--- config.mk ---
export PLATFORM = sky130hd
export DESIGN_NAME = pnq_ctrl
export DESIGN_NICKNAME = d
export VERILOG_FILES = /design/src/sv/pnq_pkg.sv /design/src/sv/pnq_ctrl.sv
export SDC_FILE = /design/constraint.sdc
export NUM_CORES = 1
export LEC_CHECK = 0
export BUFFER_PORTS_ARGS = -buffer_cell sky130_fd_sc_hd__buf_2
export CAP_MARGIN = 40
export CELL_PAD_IN_SITES_DETAIL_PLACEMENT = 1
export CELL_PAD_IN_SITES_GLOBAL_PLACEMENT = 2
export CORE_UTILIZATION = 24
export CTS_CLUSTER_DIAMETER = 60
export DETAILED_ROUTE_END_ITERATION = 10
export PLACE_DENSITY = 0.79
export SYNTH_ARGS = -nofsm -noshare
export SYNTH_HDL_FRONTEND = slang
export SYNTH_SLANG_ARGS = --single-unit
--- constraint.sdc ---
create_clock -name clk -period 1.55 [get_ports clk]
set_input_delay 0.31 -clock clk [delete_from_list [all_inputs] [get_ports clk]]
set_output_delay 0.31 -clock clk [all_outputs]
set_load 0.03 [all_outputs]
--- src/sv/pnq_pkg.sv ---
// shared types, constants and lookup tables of the palette quantizer
`default_nettype none

package pnq_pkg;

  localparam int CHAN_W  = 8;
  localparam int COLOR_W = 3 * CHAN_W;
  localparam int DIST_W  = 18;
  localparam int IN_W    = 5 * CHAN_W;
  localparam int OUT_W   = 8;

  localparam logic        OP_WRITE     = 1'b0;
  localparam logic        OP_QUANTIZE  = 1'b1;
  localparam logic [7:0]  ALPHA_OPAQUE = 8'd128;
  localparam logic [DIST_W-1:0] DIST_INIT = '1;
  localparam logic [OUT_W-1:0]  TRANSPARENT_INDEX = '0;

  // c5 * 255 / 31 for every 5-bit channel value
  localparam logic [7:0] EXPAND5 [32] = '{
    8'd0,   8'd8,   8'd16,  8'd24,  8'd32,  8'd41,  8'd49,  8'd57,
    8'd65,  8'd74,  8'd82,  8'd90,  8'd98,  8'd106, 8'd115, 8'd123,
    8'd131, 8'd139, 8'd148, 8'd156, 8'd164, 8'd172, 8'd180, 8'd189,
    8'd197, 8'd205, 8'd213, 8'd222, 8'd230, 8'd238, 8'd246, 8'd255
  };

  typedef struct packed {
    logic write_entry;
    logic load_pixel;
    logic scan_step;
    logic load_out;
  } cmd_t;

  typedef struct packed {
    logic item_is_write;
    logic item_opaque;
    logic scan_last;
    logic pipe_busy;
  } status_t;

endpackage

`default_nettype wire

--- src/sv/pnq_ctrl.sv ---
// sequencing state machine of the palette quantizer
`default_nettype none

module pnq_ctrl
  import pnq_pkg::*;
(
  input  wire logic    clk,
  input  wire logic    rst_n,
  input  wire logic    in_tvalid,
  output logic         in_tready,
  output logic         out_tvalid,
  input  wire logic    out_tready,
  input  wire status_t status,
  output cmd_t         cmd
);

  typedef enum logic [3:0] {
    ST_IDLE   = 4'b0001,
    ST_SCAN   = 4'b0010,
    ST_DRAIN  = 4'b0100,
    ST_FINISH = 4'b1000
  } state_t;

  state_t state_r, state_nxt;
  logic   out_valid_r, out_valid_nxt;
  logic   in_xfer;
  logic   out_free;

  assign in_tready  = (state_r == ST_IDLE);
  assign in_xfer    = in_tvalid && in_tready;
  assign out_tvalid = out_valid_r;
  assign out_free   = !out_valid_r || out_tready;

  always_comb begin
    state_nxt     = state_r;
    cmd           = '0;
    out_valid_nxt = out_valid_r;
    if (out_valid_r && out_tready) begin
      out_valid_nxt = 1'b0;
    end
    case (state_r)
      ST_IDLE: begin
        if (in_xfer) begin
          if (status.item_is_write) begin
            cmd.write_entry = 1'b1;
          end else begin
            cmd.load_pixel = 1'b1;
            state_nxt = status.item_opaque ? ST_SCAN : ST_FINISH;
          end
        end
      end
      ST_SCAN: begin
        cmd.scan_step = 1'b1;
        if (status.scan_last) begin
          state_nxt = ST_DRAIN;
        end
      end
      ST_DRAIN: begin
        if (!status.pipe_busy) begin
          state_nxt = ST_FINISH;
        end
      end
      ST_FINISH: begin
        if (out_free) begin
          cmd.load_out  = 1'b1;
          out_valid_nxt = 1'b1;
          state_nxt     = ST_IDLE;
        end
      end
      default: begin
        state_nxt = ST_IDLE;
      end
    endcase
  end

  always_ff @(posedge clk) begin
    if (!rst_n) begin
      state_r     <= ST_IDLE;
      out_valid_r <= 1'b0;
    end else begin
      state_r     <= state_nxt;
      out_valid_r <= out_valid_nxt;
    end
  end

endmodule

`default_nettype wire

==> results of run 1 <==
final cells by class:
cell class / count / area (um^2)
inverter: 3 / 11.3
sequential: 5 / 110
fill: 184 / 727
tap: 15 / 18.8
timing repair buffer: 26 / 194
multi-input combinational: 33 / 263
clock buffer: 4 / 26.3
path summary, 6_finish.rpt:
path	from	end	slack (ps)
max	state_r[2]$_SDFFE_PN0P_	cmd[3]	10
min	rst_n	state_r[0]$_SDFFE_PN1P_	290
max reg2reg	state_r[1]$_SDFFE_PN0P_	state_r[1]$_SDFFE_PN0P_	80
min reg2reg	state_r[1]$_SDFFE_PN0P_	state_r[1]$_SDFFE_PN0P_	640
what timing repair did:
item | in CTS | in global routing
resized for setup | 15 | 11
endpoints found under the setup margin | 5 | 7
setup buffers | 4 | 3
pin swaps | 3 | 3
critical path, stage by stage, from the launching register on:
cell and delay, ps:
dfxtp_4 370, nor2_4 120, and3_4 200, and3_4 170
buf_6 120
metal layers:
layer | vias up | GRT usage
met5 | - | 0
met1 | 187 | 0.191
li1 | 209 | -
met3 | 2 | 0.0163
met2 | 15 | 0.306
met4 | 0 | 0.0750
cell usage after synthesis, types with 2 or more instances:
cell | instances | area (um^2)
nor3b_1 | 2 | 15.0
o21ai_0 | 2 | 10.0
o22ai_1 | 2 | 12.5
nor2b_1 | 2 | 12.5
nor2_1 | 5 | 18.8
nand2_1 | 5 | 18.8
and3_1 | 3 | 18.8
inv_1 | 3 | 11.3
dfxtp_1 | 5 | 100
power groups by stage:
stage	Combinational (mW)	Sequential (mW)	Clock (mW)
after global routing	0.691	0.227	0.168
after CTS	0.505	0.216	0.161
final	0.639	0.218	0.153
after detailed placement	0.429	0.203	0
after global placement	0.421	0.202	0
after floorplan	0.336	0.182	0
sequential cells by signal, indices dropped and copies added (netlist names):
name / flops
out_tvalid: 1
state_r: 4
stage by stage:
stage | setup slack [ps] | setup TNS, ps
6_report | 14.9 | 0
3_3_place_gp | 75.8 | 0
3_5_place_dp | 76.1 | 0
4_1_cts | 7.43 | 0
5_1_grt | -55.5 | -144
2_1_floorplan | 14.7 | 0
cell families after synthesis:
kind of cell           after synthesis  share of synthesized area
buffers and inverters                6                      0.126
AO/OA/AOI/OAI                        8                      0.164
XOR/XNOR                             1                     0.0245
AND/OR/NAND/NOR                     23                      0.378
flip-flops                           5                      0.280
multiplexers                         1                     0.0280
==> run metrics, run 1 <==
hold buffers post-CTS 0; DRC 0; Slew @ Worst Pin approximately 450 ps; Arrival @ worst endpoint 1230 ps; Initial Util 0.265; post-route design area 623 um^2; Clock power frac 0.151; gr ovfl total 0; P_int 606 uW; Synthesized Nets 52; final non-filler cell total 86; hold_ws 295 ps; Logic pwr share 0.632; critical path peak fanout 4; pin count of the biggest net entering global routing 7; clock tree sinks 5; CP Launch Type register; total power ~1 mW; gr usage total 0.166; Pwr per Cell Area 1620 nW/um^2; CP required 1240 ps; Fin Clk Skew 2.77 ps; hold depth 2; Max-cap violations 0; Num CTS Buffers 3; cell row count 13; core area 1350 um^2; fmax 651 MHz; most frequent cells in the layout buf_4, buf_2, nand2_1, buf_6; routability cong. ~0.78; first-pass GRT wire length about 1800 um; CTS tree done; worst hold path type input pin to register; leak pwr around 0.28 nW; routed wire length per instance ~13 um; sequential share of the synthesized area 0.280; Die Span X between 40 and 50 um; FF+latch count, synth 5; syn_area_per_cell 8.13 um^2; minimum clock period approximately 1500 ps; Via Count approximately 410; Max Slew Vio Count 0; most common cell after layout, fill and taps aside buf_4; # placed instances 75; Switch Pwr between 400 and 500 uW; final net count 80; First-pass DRT Iterations 4; die span in y 40.6 um; Crit. End Element output port; remaining antenna violation count 0; antenna violations before repair 0; CTS clock-pin slew for the worst setup and hold paths approximately 40 ps; final WL around 1100 um; Synth async-reset ratio 0; final-report hold violation count 0; final core occ 0.462; Die ar. 1650 um^2; share of post-route cells with drive strength above 1 0.606; placed inst area 457 um^2; latest clock arrival within the worst-skew pair 240 ps; drt first-iter violations 3; maximum vdd drop 0.680 mV; met1 wire length 466 um; Sw Ratio 0.400; DP HPWL 758 um; IO buf count 13; Clock Tree Root clkbuf_4; Vias per Instance 4.80; Max Buffers Root-to-Sink 2; vias in the first global route 444; status finished, final reports clean; DR WL met3 54 um; # diodes 0; final period utilization 0.990; mapped cell area between 300 and 400 um^2; FF-to-FF path depth 5; final setup fails 0; Setup CP Type register to output port; Rel. slew slack 0.701; Flop pwr share 0.216; max layer used met4; Post-synth top flop dfxtp_1; count of cell types in the netlist 24; Post-synth EDFFs 0; H-tree Lvls 1; yosys warns 0; Area growth, synth to finish 74.1%; RSZ-0062 raised after global routing yes; Cells after Synth 44; Met2 Wirelength 570 um; num ports 14
Note: power is estimated with default switching activity, not from simulation.
==> inputs of run 2 (changes only) <==
--- a/config.mk
+++ b/config.mk
@@ -5,14 +5,16 @@
 export SDC_FILE = /design/constraint.sdc
 export NUM_CORES = 1
 export LEC_CHECK = 0
+export ABC_AREA = 1
 export BUFFER_PORTS_ARGS = -buffer_cell sky130_fd_sc_hd__buf_2
 export CAP_MARGIN = 40
 export CELL_PAD_IN_SITES_DETAIL_PLACEMENT = 1
 export CELL_PAD_IN_SITES_GLOBAL_PLACEMENT = 2
-export CORE_UTILIZATION = 24
+export CORE_UTILIZATION = 21
 export CTS_CLUSTER_DIAMETER = 60
 export DETAILED_ROUTE_END_ITERATION = 10
-export PLACE_DENSITY = 0.79
+export PLACE_DENSITY = 0.78
+export SKIP_CTS_REPAIR_TIMING = 1
 export SYNTH_ARGS = -nofsm -noshare
 export SYNTH_HDL_FRONTEND = slang
 export SYNTH_SLANG_ARGS = --single-unit
==> run 2 against run 1 <==
- first-iteration DRC count is 67% higher
- utilization fell by 13 points
- the run now ends with design-rule violations left
- maximum frequency grew 3.9%
- clock power hardly changed
- via count grew 0.73%
- global-route usage fell by 4.3 points
- non-clock buffer count shrank 13
- clock skew is 0.90 ps higher
- largest cell class unchanged
- sequential cell count is the same
==> run metrics, run 2 <==
status finished, violations left; failing checks design-rule violations; die span in y 43.7 um (+7.6%); first-pass GRT wire length 1700 um (-6.8%); Synth area leader dfxtp_1; Crit. End Element output port; mapped cell area 365 um^2 (+2.1%); Die ar. 1910 um^2 (+16%); minimum clock period 1480 ps (-58.0 ps); Yosys top cell area share 0.274 (-0.00575); CP required 1240 ps (about the same); critical path peak fanout 6 (+2); H-tree Lvls 1 (unchanged); # diodes 0 (unchanged); final-report hold violation count 0 (unchanged); CTS tree done; cell row count 14 (+1); final WL 957 um (-13%); FF-to-FF path depth 6 (+1); Max Slew Vio Count 0 (unchanged); remaining antenna violation count 0 (unchanged); sequential share of the synthesized area 0.274 (-0.00575); Synth area leaders dfxtp_1, nor2_1, inv_1; final setup fails 0 (unchanged); Fill cells 212 (+15%); internal reg-to-reg setup slack 340 ps (+260 ps); syn_area_per_cell 5.71 um^2 (-30%); FF+latch count, synth 5 (unchanged); routed wire length per instance 9.97 um (-22%); worst r2r dst state_r[3]$_SDFFE_PN0P_; Synth async-reset ratio 0 (unchanged); IO buf count 13 (unchanged); Biggest register state_r; placed inst area 448 um^2 (-1.9%); DRC 1 (+1); RSZ-0062 raised after global routing no; Initial Util 0.234 (-0.0307); Rel. slew slack 0.828 (+0.128); clock tree sinks 5 (unchanged); Multi-input gate area 234 um^2 (-11%); gr ovfl total 0 (unchanged); Pwr per Cell Area 2270 nW/um^2 (+40%); latest clock arrival within the worst-skew pair 240 ps (about the same); yosys warns 0 (unchanged); HP Start rst_n; gr usage total 0.124 (-0.0427); share of post-route cells with drive strength above 1 0.363 (-0.243); First-pass DRT Iterations 6 (+2); core area 1560 um^2 (+15%); Via Count 416 (+0.73%); drt first-iter violations 5 (+2); Synthesized Nets 72 (+38%); CTS clock-pin slew for the worst setup and hold paths 50 ps (about the same); Area growth, synth to finish 40.4%; Fin Clk Skew 3.68 ps (+0.903 ps); vias in the first global route 404 (-9.0%); CP Launch Type register; pin count of the biggest net entering global routing 7 (unchanged); Vias per Instance 4.33 (-9.8%); antenna violations before repair 0 (unchanged); DP HPWL 808 um (+6.6%); Setup CP Type register to output port; count of cell types in the netlist 13 (-46%); Max-cap violations 0 (unchanged); origin of the critical flop-to-flop path state_r[2]$_SDFFE_PN0P_; routability cong. 0.701 (-11%); max FFs per register 4 (unchanged); Hold EP state_r[0]$_SDFFE_PN1P_; Die Span X 43.7 um (+7.6%); Num CTS Buffers 3 (unchanged); hold depth 2 (unchanged); final net count 89 (+11%); Slew @ Worst Pin 257 ps (-190 ps); Cells after Synth 64 (+45%); commonest cells in the netlist nor2_1, inv_1, nand2_1; Arrival @ worst endpoint 1170 ps (-60 ps); Clock Tree Root clkbuf_4; cell with the most instances after synthesis nor2_1; Post-synth EDFFs 0 (unchanged); Post-synth top flop dfxtp_1; num ports 14 (unchanged); worst hold path type input pin to register; final period utilization 0.953 (-0.0374); Register Area 109 um^2 (-1.1%); final core occ 0.329 (-0.132); maximum vdd drop 0.736 mV (+8.3%); most frequent cells in the layout inv_1, nor2_1, nand2_1, buf_2, nand3_1; Max Buffers Root-to-Sink 2 (unchanged); fmax 677 MHz (+3.9%); post-route design area 513 um^2 (-18%); leak pwr 0.286 nW (+0.99%)
## run 2: cell types whose count changed after synthesis, moves of 3 or more
cell	change
nand3_1	+7
nand2_1	+7
nor2_1	+11
inv_1	+10
and3_1	-3
## run 2: how the worst max path moves through the flow
stage,end,startpoint,slack (ps)
after detailed placement,cmd[2],state_r[2]$_SDFFE_PN0P_,200
after global placement,cmd[2],state_r[2]$_SDFFE_PN0P_,250
final,cmd[2],state_r[2]$_SDFFE_PN0P_,70
after global routing,cmd[0],state_r[0]$_SDFFE_PN1P_,2
after floorplan,cmd[2],state_r[2]$_SDFFE_PN0P_,200
after CTS,cmd[2],state_r[0]$_SDFFE_PN1P_,-60
## run 2: critical path: stages (launching register included)
cell and delay, ps:
dfxtp_1 350, nor2_4 190, nand2_2 100, nor3_2 110, buf_4 180
## run 2: report_power, final
group / switching (mW) / total [mW] / leakage (nW) / internal [mW]
Sequential: 0.0754 / 0.276 / 0.0423 / 0.201
Combinational: 0.489 / 0.739 / 0.229 / 0.250
Clock: 0.0533 / 0.151 / 0.0150 / 0.0973
Total: 0.618 / 1.17 / 0.286 / 0.548
## run 2: cell families after synthesis
logic type	synth area share
buf+inv	0.154
compound gates	0.0342
flops	0.274
simple gates	0.538
## run 2: final cells by class
class / instances / area share
well taps: 16 / 0.0390
repair buffers: 13 / 0.146
multi-input cells: 45 / 0.456
flip-flops and latches: 5 / 0.212
inverters: 13 / 0.0951
clock buffers: 4 / 0.0512
## run 2: routing by layer
| layer | part of all wire | routed length (um) | vias to the layer above | GRT usage |
|---|---|---|---|---|
| met5 | 0 | 0 | - | 0 |
| met4 | 0 | 0 | 0 | 0.0375 |
| met3 | 0.045 | 43 | 0 | 0.0542 |
| met2 | 0.47 | 446 | 9 | 0.182 |
| met1 | 0.49 | 467 | 181 | 0.163 |
| li1 | - | - | 226 | - |
## run 2: through the flow
| stage | hold WS [ps] | setup TNS (ps) | total power [mW] | instances | worst slack, ps |
|---|---|---|---|---|---|
| finish | 302 | 0 | 1.17 | 96 | 72.9 |
| CTS | 297 | -138 | 1.10 | 96 | -62.3 |
| global placement | 510 | 0 | 0.933 | 92 | 247 |
| global route | 309 | 0 | 1.31 | 96 | 1.76 |
| floorplan | 395 | 0 | 0.771 | 64 | 195 |
| detailed placement | 511 | 0 | 0.938 | 92 | 205 |
==> inputs of run 3 (changes only) <==
--- a/config.mk
+++ b/config.mk
@@ -10,6 +10,7 @@
 export CAP_MARGIN = 40
 export CELL_PAD_IN_SITES_DETAIL_PLACEMENT = 1
 export CELL_PAD_IN_SITES_GLOBAL_PLACEMENT = 2
+export CORE_ASPECT_RATIO = 0.9
 export CORE_UTILIZATION = 21
 export CTS_CLUSTER_DIAMETER = 60
 export DETAILED_ROUTE_END_ITERATION = 10
==> run 3 against run 2 <==
- the flow now finishes without violations
- clock-buffer cell count unchanged
- sequential power is essentially flat
- final cell count increased by 7.3%
- worst setup slack lost 16 ps
- utilization rose by 1.9 points
- largest cell class unchanged
- largest power group unchanged
==> run metrics, run 3 (synthesized netlist as in run 2, its figures left out) <==
DP HPWL 855 um (+5.8%); clock tree sinks 5 (unchanged); antenna violations before repair 0 (unchanged); Register Area 106 um^2 (-2.3%); hold_ws 304 ps (+2.18 ps); Max stage delay cell, worst path dfxtp_4; worst-path cell chain nor2_2 -> nand2_1 -> nor2_1 -> buf_4; dpl ws 184 ps (-21.3 ps); Fin Clk Skew 5.33 ps (+1.65 ps); final core occ 0.348 (+0.0187); leak pwr 0.290 nW (+1.3%); Fill cells 224 (+5.7%); Slew @ Worst Pin 307 ps (+50.7 ps); CP Launch Type register; final-report hold violation count 0 (unchanged); most common cell after layout, fill and taps aside nor2_1; Crit. End Element output port; share of post-route cells with drive strength above 1 0.383 (+0.0202); status finished, final reports clean; maximum vdd drop 0.770 mV (+4.6%); cell row count 13 (-1); remaining antenna violation count 0 (unchanged); Via Count 435 (+4.6%); fmax 670 MHz (-1.0%); # diodes 0 (unchanged); vias in the first global route 430 (+6.4%); num ports 14 (unchanged); pin count of the biggest net entering global routing 7 (unchanged); slowest cell delay on critical path 350 ps (about the same); CTS clock-pin slew for the worst setup and hold paths 50 ps (about the same); Multi-input gate area 234 um^2 (unchanged); Max-cap violations 0 (unchanged); Crit. Startpoint state_r[0]$_SDFFE_PN1P_; Rel. slew slack 0.794 (-0.0339); FF-to-FF path depth 7 (+1); H-tree Lvls 1 (unchanged); max FFs per register 4 (unchanged); first-pass GRT wire length 1660 um (-2.1%); post-route design area 532 um^2 (+3.7%); First-pass DRT Iterations 3 (-3); routed wire length per instance 10.1 um (+1.5%); Pwr per Cell Area 2280 nW/um^2 (+0.52%); core area 1530 um^2 (-1.9%); latest clock arrival within the worst-skew pair 240 ps (about the same); worst r2r dst state_r[0]$_SDFFE_PN1P_; Max Slew Vio Count 0 (unchanged); Num CTS Buffers 3 (unchanged); Biggest register state_r; Final WS setup 57.3 ps (-15.6 ps); final setup fails 0 (unchanged); Clock Tree Root clkbuf_4; gr usage total 0.118 (-0.00612); Die Span X 46.0 um (+5.2%); critical path peak fanout 4 (-2); final net count 90 (+1.1%); DRC 0 (-1); IO buf count 13 (unchanged); Arrival @ worst endpoint 1180 ps (about the same); capture point of the worst path cmd[0]; CP required 1240 ps (about the same); Setup CP Type register to output port; gr ovfl total 0 (unchanged); placed inst area 455 um^2 (+1.7%); most frequent cells in the layout nor2_1, inv_1, nand2_1, nand3_1, buf_2; die span in y 41.6 um (-4.9%); Die ar. 1910 um^2 (about the same); Vias per Instance 4.22 (-2.5%); drt first-iter violations 4 (-1); internal reg-to-reg setup slack 300 ps (-40 ps); routability cong. 0.724 (+3.3%); CTS tree done; minimum clock period 1490 ps (+15.6 ps); final period utilization 0.963 (+0.0101); Initial Util 0.239 (+0.00460); Area growth, synth to finish 45.5%; total power 1.21 mW (+4.2%); final WL 1040 um (+8.9%); worst hold path type input pin to register; origin of the critical flop-to-flop path state_r[2]$_SDFFE_PN0P_; Max Buffers Root-to-Sink 2 (unchanged)
run 3: changes by cell type in the layout (fill, tap and decap cells not counted), sizes merged:
cell | before | now
buf | 11 | 12
run 3: critical path, delay by kind of cell (launching register included):
kind	cells	cell delay, ps
buffers and inverters	1	180
AND/OR/NAND/NOR	3	420
flip-flops	1	350
run 3: worst min-delay path by stage:
stage,depth (start not counted),end,start,slack [ps]
after global placement,2,state_r[0]$_SDFFE_PN1P_,state_r[0]$_SDFFE_PN1P_,510
final,2,state_r[0]$_SDFFE_PN1P_,rst_n,300
after detailed placement,2,state_r[0]$_SDFFE_PN1P_,state_r[0]$_SDFFE_PN1P_,510
after global routing,2,state_r[0]$_SDFFE_PN1P_,rst_n,310
after floorplan,1,state_r[0]$_SDFFE_PN1P_,rst_n,390
after CTS,2,state_r[0]$_SDFFE_PN1P_,rst_n,300
run 3: routing by layer:
layer  track usage  vias to the layer above  wire length [um]
met5             0                        -                 0
met3        0.0174                        2                31
li1              -                      230                 -
met4        0.0706                        0                 5
met2         0.183                        4               532
met1         0.148                      199               472
run 3: area by class of cell:
class,count,area share
clock buffer,4,0.0494
tap,22,0.0518
timing repair buffer,14,0.167
multi-input combinational,45,0.440
inverter,13,0.0918
sequential,5,0.200
run 3: power by group:
part | internal [mW] | leakage [nW] | switching, mW
sequential | 0.196 | 0.0420 | 0.0769
clock | 0.0972 | 0.0150 | 0.0523
combinational | 0.283 | 0.233 | 0.510
total | 0.576 | 0.290 | 0.639
run 3: through the flow:
stage / TNS (ps) / std cells
after floorplan: 0 / 64
after global placement: 0 / 98
after detailed placement: 0 / 98
after CTS: -215 / 102
after global routing: -11.0 / 103
final: 0 / 103
